==> src/rtl/ibp_pkg.sv <==
`default_nettype none

package ibp_pkg;

    // fixed field widths
    localparam int SAMPLE_W   = 16;
    localparam int CFG_W      = 5;
    localparam int BYTE_W     = 8;
    localparam int CNT_W      = 6;
    localparam int RES_SLOTS  = 3;   // worst case: two full bytes plus a padded tail
    localparam int SLOT_W     = 2;

    // parameter defaults
    localparam int DEF_SAMPLES_PER_BLOCK = 24;
    localparam int DEF_MAX_WIDTH         = 16;

    localparam logic [CFG_W-1:0] CFG_RESET = 5'd9;

    // bytes produced by one sample, handed from the packer to the output stage
    typedef struct packed {
        logic [RES_SLOTS-1:0][BYTE_W-1:0] bytes;  // slot 0 goes out first
        logic [SLOT_W-1:0]                cnt;    // number of valid slots
        logic                             last;   // last slot closes the block
        logic [CNT_W-1:0]                 blk;    // byte count of the block
    } t_res;

endpackage

`default_nettype wire

==> src/rtl/ibp_core.sv <==
`default_nettype none

// Bit accumulator: merges one sample into the partial byte and splits
// the result into up to three bytes. Block state advances on i_load.
module ibp_core #(
    parameter int SAMPLES_PER_BLOCK = ibp_pkg::DEF_SAMPLES_PER_BLOCK,
    parameter int MAX_WIDTH         = ibp_pkg::DEF_MAX_WIDTH
) (
    input  wire                              i_clk,
    input  wire                              i_rst_n,
    input  wire                              i_load,
    input  wire  [ibp_pkg::SAMPLE_W-1:0]     i_sample,
    input  wire  [ibp_pkg::CFG_W-1:0]        i_width,
    output ibp_pkg::t_res                    o_res
);
    import ibp_pkg::*;

    localparam int AW    = 7 + MAX_WIDTH;               // accumulator width
    localparam int TW    = $clog2(AW + 1);               // bit total width
    localparam int IDX_W = $clog2(SAMPLES_PER_BLOCK + 1);
    localparam logic [IDX_W-1:0] IDX_END = IDX_W'(SAMPLES_PER_BLOCK - 1);

    logic [6:0]        r_pend;
    logic [2:0]        r_pcnt;
    logic [IDX_W-1:0]  r_idx;
    logic [CNT_W-1:0]  r_emit;

    logic [6:0]        n_pend;
    logic [2:0]        n_pcnt;
    logic [IDX_W-1:0]  n_idx;
    logic [CNT_W-1:0]  n_emit;

    logic [CFG_W-1:0]  w_eff;
    logic [AW-1:0]     v_mask;
    logic [AW-1:0]     acc;
    logic [TW-1:0]     total;
    logic [1:0]        nfull;
    logic [2:0]        rem_n;
    logic [7:0]        rem_mask;
    logic [7:0]        rem_bits;
    logic [7:0]        byte0;
    logic [7:0]        byte1;
    logic [7:0]        pad;
    logic              blk_end;
    logic              pad_en;
    logic [SLOT_W-1:0] n_out;
    logic [CNT_W-1:0]  emit_sum;

    // clamp the width register to 1..MAX_WIDTH
    always_comb begin
        if (i_width == '0) begin
            w_eff = CFG_W'(1);
        end else if (i_width > CFG_W'(MAX_WIDTH)) begin
            w_eff = CFG_W'(MAX_WIDTH);
        end else begin
            w_eff = i_width;
        end
    end

    // merge sample bits behind the pending ones
    assign v_mask = (AW'(1) << w_eff) - AW'(1);
    assign acc    = (AW'(r_pend) << w_eff) | (AW'(i_sample) & v_mask);
    assign total  = TW'(r_pcnt) + TW'(w_eff);
    assign nfull  = 2'(total >> 3);
    assign rem_n  = total[2:0];

    // full bytes, earliest bits first
    assign byte0 = 8'(acc >> (total - TW'(8)));
    assign byte1 = 8'(acc >> (total - TW'(16)));

    // leftover bits, left aligned and zero padded for a block end
    assign rem_mask = (8'd1 << rem_n) - 8'd1;
    assign rem_bits = 8'(acc) & rem_mask;
    assign pad      = rem_bits << (4'd8 - {1'b0, rem_n});

    assign blk_end  = (r_idx == IDX_END);
    assign pad_en   = blk_end && (rem_n != 3'd0);
    assign n_out    = nfull + SLOT_W'(pad_en);
    assign emit_sum = r_emit + CNT_W'(n_out);

    // result bundle
    always_comb begin
        o_res.bytes[0] = (nfull != 2'd0) ? byte0 : pad;
        o_res.bytes[1] = (nfull == 2'd2) ? byte1 : pad;
        o_res.bytes[2] = pad;
        o_res.cnt      = n_out;
        o_res.last     = blk_end;
        o_res.blk      = emit_sum;
    end

    // next block state
    always_comb begin
        if (blk_end) begin
            n_pend = '0;
            n_pcnt = '0;
            n_idx  = '0;
            n_emit = '0;
        end else begin
            n_pend = rem_bits[6:0];
            n_pcnt = rem_n;
            n_idx  = r_idx + IDX_W'(1);
            n_emit = emit_sum;
        end
    end

    always_ff @(posedge i_clk) begin
        if (!i_rst_n) begin
            r_pend <= '0;
            r_pcnt <= '0;
            r_idx  <= '0;
            r_emit <= '0;
        end else if (i_load) begin
            r_pend <= n_pend;
            r_pcnt <= n_pcnt;
            r_idx  <= n_idx;
            r_emit <= n_emit;
        end
    end

endmodule

`default_nettype wire

==> src/rtl/ibp_out.sv <==
`default_nettype none

// Result register: holds one sample's bytes and sends them one per cycle while i_ready is high.
module ibp_out (
    input  wire                           i_clk,
    input  wire                           i_rst_n,
    input  wire                           i_load,
    input  ibp_pkg::t_res                 i_res,
    output logic                          o_free,
    input  wire                           i_ready,
    output logic                          o_valid,
    output logic [ibp_pkg::BYTE_W-1:0]    o_byte,
    output logic                          o_last,
    output logic [ibp_pkg::CNT_W-1:0]     o_blk
);
    import ibp_pkg::*;

    logic [RES_SLOTS-1:0][BYTE_W-1:0] r_bytes;
    logic [SLOT_W-1:0]                r_cnt;
    logic                             r_last;
    logic [CNT_W-1:0]                 r_blk;
    logic                             fire;

    assign o_valid = (r_cnt != '0);
    assign fire    = o_valid && i_ready;
    // free when empty or when the final byte leaves now
    assign o_free  = (r_cnt == '0) || ((r_cnt == SLOT_W'(1)) && i_ready);

    assign o_byte  = r_bytes[0];
    assign o_last  = r_last && (r_cnt == SLOT_W'(1));
    assign o_blk   = o_last ? r_blk : '0;

    // control
    always_ff @(posedge i_clk) begin
        if (!i_rst_n) begin
            r_cnt <= '0;
        end else if (i_load) begin
            r_cnt <= i_res.cnt;
        end else if (fire) begin
            r_cnt <= r_cnt - SLOT_W'(1);
        end
    end

    // payload: load or shift toward slot 0
    always_ff @(posedge i_clk) begin
        if (i_load) begin
            r_bytes <= i_res.bytes;
            r_last  <= i_res.last;
            r_blk   <= i_res.blk;
        end else if (fire) begin
            r_bytes[0] <= r_bytes[1];
            r_bytes[1] <= r_bytes[2];
        end
    end

endmodule

`default_nettype wire

==> src/rtl/iq_sample_bit_packer.sv <==
// Packs the low sample_width bits (1..16, values 0 and above 16 clamp) of
// each 16-bit sample into bytes, most significant bit first. Each block of
// SAMPLES_PER_BLOCK samples ends byte aligned; a partial tail is zero padded,
// and its final byte carries tlast with the block byte count in tdata[13:8].
// A sample waits in the input register until the result register is free,
// is packed into the result register, and its 0 to 3 bytes go out one per
// cycle while m_axis_tready is high; the next sample is taken while the last
// byte of the previous one is handed over. Width writes take effect from the
// next sample packed and should be made while the block is idle.
`default_nettype none

module iq_sample_bit_packer #(
    parameter int SAMPLES_PER_BLOCK = ibp_pkg::DEF_SAMPLES_PER_BLOCK,
    parameter int MAX_WIDTH         = ibp_pkg::DEF_MAX_WIDTH
) (
    input  wire                          i_clk,
    input  wire                          i_rst_n,
    // width register write
    input  wire                          i_cfg_valid,
    output logic                         o_cfg_ready,
    input  wire  [ibp_pkg::CFG_W-1:0]    i_cfg_data,    // sample_width
    // sample input
    input  wire                          s_axis_tvalid,
    output logic                         s_axis_tready,
    input  wire  [15:0]                  s_axis_tdata,  // [15:0] sample_value
    // byte output
    output logic                         m_axis_tvalid,
    input  wire                          m_axis_tready,
    output logic [15:0]                  m_axis_tdata,  // [7:0] packed_byte,
                                                        // [13:8] block_bytes
    output logic                         m_axis_tlast   // last_byte
);
    import ibp_pkg::*;

    logic [CFG_W-1:0]    r_width;
    logic                r_in_valid;
    logic [SAMPLE_W-1:0] r_sample;
    logic                free;
    logic                load;
    t_res                res;
    logic [BYTE_W-1:0]   out_byte;
    logic [CNT_W-1:0]    out_blk;

    // width register
    assign o_cfg_ready = 1'b1;
    always_ff @(posedge i_clk) begin
        if (!i_rst_n) begin
            r_width <= CFG_RESET;
        end else if (i_cfg_valid) begin
            r_width <= i_cfg_data;
        end
    end

    // input register
    assign load          = r_in_valid && free;
    assign s_axis_tready = !r_in_valid || load;

    always_ff @(posedge i_clk) begin
        if (!i_rst_n) begin
            r_in_valid <= 1'b0;
        end else if (s_axis_tready) begin
            r_in_valid <= s_axis_tvalid;
        end
    end

    always_ff @(posedge i_clk) begin
        if (s_axis_tvalid && s_axis_tready) begin
            r_sample <= s_axis_tdata;
        end
    end

    ibp_core #(
        .SAMPLES_PER_BLOCK (SAMPLES_PER_BLOCK),
        .MAX_WIDTH         (MAX_WIDTH)
    ) u_core (
        .i_clk    (i_clk),
        .i_rst_n  (i_rst_n),
        .i_load   (load),
        .i_sample (r_sample),
        .i_width  (r_width),
        .o_res    (res)
    );

    ibp_out u_out (
        .i_clk    (i_clk),
        .i_rst_n  (i_rst_n),
        .i_load   (load),
        .i_res    (res),
        .o_free   (free),
        .i_ready  (m_axis_tready),
        .o_valid  (m_axis_tvalid),
        .o_byte   (out_byte),
        .o_last   (m_axis_tlast),
        .o_blk    (out_blk)
    );

    assign m_axis_tdata = {2'b00, out_blk, out_byte};

endmodule

`default_nettype wire

==> config.mk <==
export PLATFORM = sky130hd
export DESIGN_NAME = iq_sample_bit_packer
export DESIGN_NICKNAME = d
export VERILOG_FILES = /design/src/rtl/ibp_pkg.sv /design/src/rtl/ibp_core.sv /design/src/rtl/ibp_out.sv /design/src/rtl/iq_sample_bit_packer.sv
export SDC_FILE = /design/constraint.sdc
export NUM_CORES = 1
export LEC_CHECK = 0
export BUFFER_PORTS_ARGS = -buffer_cell sky130_fd_sc_hd__buf_2
export CORE_MARGIN = 5
export CORE_UTILIZATION = 45
export CTS_BUF_LIST = sky130_fd_sc_hd__clkbuf_4
export DETAILED_ROUTE_END_ITERATION = 16
export GPL_ROUTABILITY_DRIVEN = 0
export HOLD_SLACK_MARGIN = 0.02
export PLACE_DENSITY_LB_ADDON = 0.05
export SYNTH_ARGS = -nofsm -noshare
export SYNTH_HDL_FRONTEND = slang
export SYNTH_SLANG_ARGS = --single-unit
==> constraint.sdc <==
create_clock -name i_clk -period 6.8 [get_ports i_clk]
set_clock_uncertainty 0.1 [all_clocks]
set_input_delay 0 -clock i_clk [delete_from_list [all_inputs] [get_ports i_clk]]
set_output_delay 0 -clock i_clk [all_outputs]
set_load 0.005 [all_outputs]
=== Yosys cells after proc, flatten, opt, wreduce, memory -nomap -nowiden ===
Index checks and enable logic that the tools add are counted.

* Register bits: 76
* Input port bits: 26
* Output and inout port bits: 20
* Logic and storage cells: 64

* $add $sub $neg: 10
* Order comparisons: 1
* Equality and inequality tests: 3
* Shift-type cells: 6
* Muxes and demuxes: 13
* Bitwise logic cells: 3
* Reductions and logical operators: 15

{| class="wikitable"
|+ Operators by type and width
! cell !! count
|-
| >> shifter 23 x 5 -> 8 bit || 2
|-
| two-way mux 16 bit || 2
|-
| bitwise AND 16 x 23 -> 23 bit || 1
|-
| bitwise OR 23 bit || 1
|-
| left shift 1 x 5 -> 23 bit (first input constant) || 1
|-
| left shift 7 x 5 -> 23 bit || 1
|-
| subtractor 23 x 2 -> 23 bit (second input constant) || 1
|-
| two-way mux 8 bit || 2
|-
| two-way mux 5 bit || 3
|-
| two-way mux 6 bit || 2
|-
| bitwise AND 8 bit || 1
|-
| left shift 1 x 3 -> 8 bit (first input constant) || 1
|-
| left shift 8 x 4 -> 8 bit || 1
|-
| subtractor 8 x 1 -> 8 bit (second input constant) || 1
|-
| two-way mux 7 bit || 1
|-
| adder 6 x 2 -> 6 bit || 1
|-
| logical AND 1 bit || 6
|-
| nonzero test 2 bit || 3
|-
| adder 3 x 5 -> 5 bit || 1
|-
| adder 5 x 1 -> 5 bit (second input constant) || 1
|-
| == test 5 bit (second input constant) || 1
|-
| > comparator 5 bit (second input constant) || 1
|-
| logical NOT 5 bit || 1
|-
| subtractor 5 x 4 -> 5 bit (second input constant) || 1
|-
| other kinds (12) || 14
|}

=== Logic depth before layout (Yosys ltp) ===
* Depth after elaboration: 11
* Gate-level depth with buffers: 24

=== Hierarchy ===
From an unflattened synthesis, not the netlist that was laid out.

* Cell total of the unflattened synthesis: 775
* Area, all modules: 6565.0 um^2

{| class="wikitable"
|+ Modules (own cells, without submodules)
! module !! instances !! cells an instance !! area an instance (um^2) !! seq. area each (um^2)
|-
| ibp_core || 1 || 649 || 4386.7 || 420.4
|-
| ibp_out || 1 || 83 || 1422.6 || 970.9
|-
| iq_sample_bit_packer || 1 || 43 || 755.7 || 600.6
|}

=== Worst setup path before layout ===
No wires, ideal clock.

* Path type: flip-flop to flip-flop
* From: register r_width[4]
* To: register u_out.r_bytes[15] (netlist bit), data pin
* Setup time: 0.275 ns
* Arrival time: 4.750 ns
* Slack: 1.675 ns
* Stages on the path, launching flop included: 24
* Buffers on the path: 6
* Path through: dfxtp_1 > buf_2 > clkbuf_1 > buf_2 > nor2_1 > ha_1 > inv_1 > fa_1 > xnor2_1 > inv_1 > clkbuf_1 > clkbuf_1 > buf_1 > ha_1 > inv_1 > ha_1 > nor3b_1 > xor2_1 > a21boi_0 > a21oi_1 > o2bb2ai_1 > mux4_2 > a32oi_1 > o311ai_1

* Word-level cells in the longest chain between the ends: 11

{| class="wikitable"
|+ RTL lines
! item !! RTL line !! RTL
|-
| start: declaration || iq_sample_bit_packer.sv:35 || <nowiki>logic [CFG_W-1:0] r_width;</nowiki>
|-
| start signal: assignment || iq_sample_bit_packer.sv:50 || <nowiki>r_width <= i_cfg_data;</nowiki>
|-
| > comparator 5 bit || ibp_core.sv:53 || <nowiki>end else if (i_width > CFG_W'(MAX_WIDTH)) begin</nowiki>
|-
| two-way mux 5 bit || ibp_core.sv:53 ||
|-
| two-way mux 5 bit * || ibp_core.sv:51 || <nowiki>if (i_width == '0) begin</nowiki>
|-
| parallel branches: the longest is 6 deep, another holds subtractor 8 x 1 -> 8 bit || n/a ||
|-
| two-way mux 8 bit * || ibp_core.sv:84 || <nowiki>o_res.bytes[1] = (nfull == 2'd2) ? byte1 : pad;</nowiki>
|-
| two-way mux 16 bit * || ibp_out.sv:46 || <nowiki>if (i_load) begin</nowiki>
|-
| end signal: assignment || ibp_out.sv:47 || <nowiki>r_bytes <= i_res.bytes;</nowiki>
|-
| end: declaration || ibp_out.sv:18 || <nowiki>logic [RES_SLOTS-1:0][BYTE_W-1:0] r_bytes;</nowiki>
|}

Every way passes the cells marked *.
A chain may end at the register's enable or synchronous reset.

=== Worst setup path in the final report ===
* From: register r_width[1]
* To: register u_out.r_bytes[15] (netlist bit), data pin

The elaborated chain is that of the path after synthesis.

==> out/qor.yml <==
grt:
  grt_max_degree: 49
  antenna_found_initial: 0
  grt_pass1_vias: 5685
  gr-usage-all-layers_pct: 24.3
  grt_overflow_total: 0
  grt_pass1_wl_um: 31500
die:
  coreArea_sq_um: 13900
  io_pins: 46
  row_count: 43
  die_h_um: 129
  die_w_um: 129
  die_area_sq_um: 16600
  start_util_pct: 45.8
synth:
  yosys_register_bits: 76
  ys.flop_type: "edfxtp_1"
  yosysTopAreaCell: "edfxtp_1"
  yosys_warnings: 0
  synth_top_area_share_pct: 22.2
  async_reset_ff_share_pct: 0
  synthCells: 741
  seq_area_frac_synth_pct: 31.3
  syn_avg_cell_area_sq_um: 8.59
  post-synth-top-count-cell: "nand2_1"
  yosys-top-cells-count: "62 x nand2_1, 47 x edfxtp_1, 46 x nor2_1"
  yosys-top-cells-area: "edfxtp_1 22%, dfxtp_1 9.1%, ha_1 4.1%"
  synth_cell_type_count: 86
  synth_edf_count: 47
  netlist_area_sq_um: 6360
clock_tree:
  clock-sinks: 76
  root_buffer: "clkbuf_4"
  htreeDepth: 3
  cts_resized: 0
  path_clk_slew_ns: 0.15
  cts_buffers: 9
  cts_setup_buffers: 0
  clkLatencyLatePin_ns: 0.49
  cts_tree: "built"
  cts_hold_repair.buffers: 35
  clock_path_buffers: 2
timing:
  final.period_utilization_pct: 79.3
  rsz0062_at_grt: "false"
  finalSetupTns_ns: 0
  timing.slew.headroom_pct: 36.7
  worst_pin_slew_ns: 0.948
  slew_viol_final: 0
  setup-violations-final: 0
  hold_viol: 0
  period_needed_ns: 5.39
  fin_ws_ns: 1.41
  clock.fmax_ghz: 0.185
power:
  p_leak_nw: 2.68
  powerDensity_nw_per_um2: 224
  power.switching_mw: 0.671
  intPower_mw: 0.905
  comb_power_share_pct: 44.6
  pwr-share-seq_pct: 37.6
  vdd_ir_drop_max_uv: 92.2
  clkPwrFrac_pct: 17.8
  p_sw_share_pct: 42.6
route:
  avgViaCountPerCell: 6.43
  routedWlPerCell_um: 20.9
  vias: 6182
  firstDrtPassIters: 5
  ant_nets: 0
  routed_wl_um: 20100
  drcViolationCount: 0
  drtIter0Drc: 694
setup_path:
  worstPathRequired_ns: 6.93
  crit_fanout: 36
  criticalPathCategory: "reg -> reg"
  arrival_ns: 5.52
  start_kind: "register"
  crit_path_end_kind: "register"
cells_and_area:
  nFillCells: 1359
  multi_input_area_sq_um: 3940
  seq_area_sq_um: 1990
  nNetsFinal: 825
  area_growth_pct: 10.6
  drive_above_1_share_pct: 12.5
worst_hold_path:
  hold_class: "in -> reg"
place:
  post-place-ws_ns: 1.50
  post-dp-hpwl_um: 14600
  portBuffers: 42
status:
  status: "complete, no violations"
run:
  maxCapViolations: 0
==> power groups by stage <==
| stage | clock network [mW] | logic, mW | registers (mW) |
|---|---|---|---|
| finish | 0.281 | 0.703 | 0.592 |
| global route | 0.308 | 0.767 | 0.598 |
| CTS | 0.289 | 0.690 | 0.592 |
| detailed placement | 0 | 0.671 | 0.602 |
| global placement | 0 | 0.665 | 0.602 |
| floorplan | 0 | 0.519 | 0.584 |
==> cell families after synthesis <==
kind of cell	share of synthesized area, %
AO/OA/AOI/OAI	28.2
flip-flops	31.3
multiplexers	6.39
other	0.118
AND/OR/NAND/NOR	20.8
XOR/XNOR	1.38
adder cells (fa/ha/maj)	4.76
buffers and inverters	7.06
==> path summary, 6_finish.rpt <==
check,from,endpoint,slack [ns],cells past startpoint
hold reg to reg,u_core.r_emit[0],u_core.r_emit[0],0.38,2
setup / recovery,r_width[1],u_out.r_bytes[15],1.41,14
hold / removal,s_axis_tdata[8],r_sample[8],0.11,2
setup reg to reg,r_width[1],u_out.r_bytes[15],1.41,14
==> through the flow <==
step	std cells	util, %	power, mW	hold slack (ns)	instance area, sq um
global placement	910	47.2	1.27	0.0766	6560
detailed placement	910	47.2	1.27	0.0781	6560
CTS	961	50.7	1.57	0.0776	7030
finish	962	50.7	1.58	0.113	7040
floorplan	744	-	1.10	-0.00113	6370
global route	961	50.7	1.67	0.109	7030
==> state kept, by name, summed over array words and instances, names as in the netlist <==
register	count
u_out.r_bytes	16
u_out.o_byte	8
u_out.r_cnt	2
u_out.r_blk	6
u_core.r_pcnt	3
r_in_valid	1
r_sample	16
u_core.r_pend	7
u_core.r_idx	5
u_out.r_last	1
u_core.r_emit	6
r_width	5
==> critical path, cell delays in order, from the launching register on <==
cell       delay [ns]
dfxtp_1          0.93
and2b_1          0.45
inv_1            0.11
fa_1             0.52
buf_4            0.36
clkinv_1         0.54
ha_1             0.45
or4_1            0.51
nand3_1          0.10
o21ai_0          0.08
nand2_1          0.07
o2bb2ai_1        0.06
mux4_2           0.51
a32oi_1          0.22
o311ai_1         0.11
==> routing by layer <==
| metal | global-route usage [%] | routed length, um | vias up |
|---|---|---|---|
| li1 | - | - | 2890 |
| met1 | 32.4 | 8540 | 2949 |
| met2 | 37.7 | 9110 | 282 |
| met3 | 5.19 | 1570 | 61 |
| met4 | 11.6 | 870 | 0 |
| met5 | 0 | 0 | - |
==> placed cells by master, fill, tap and decap left out, drive strengths merged, types with 8 or more instances in the layout <==
cell type	netlist	final
dlygate4sd3	0	35
and3	15	15
buf	30	52
a32oi	10	10
mux2	8	8
a21oi	40	40
dfxtp	29	29
o211ai	13	13
mux2i	17	17
nor3	25	25
nand2	62	62
o21ai	37	37
a211oi	14	14
a32o	8	8
inv	28	35
a22oi	19	19
ha	21	21
edfxtp	47	47
nand3	21	21
o22ai	11	11
clkbuf	36	9
and2	13	13
nor2	47	47
nor2b	29	29
xnor2	8	8
a31oi	9	9
==> area by class of cell <==
class                   instances  area share, %
diodes                          1         0.0356
clock buffers                   9          0.960
clock inverters                 7          0.871
inverters                      30           1.60
multi-input cells             572           56.0
flip-flops and latches         76           28.3
well taps                     180           3.20
repair buffers                 87           9.03
No activity file was read; power rests on OpenSTA's default activity.
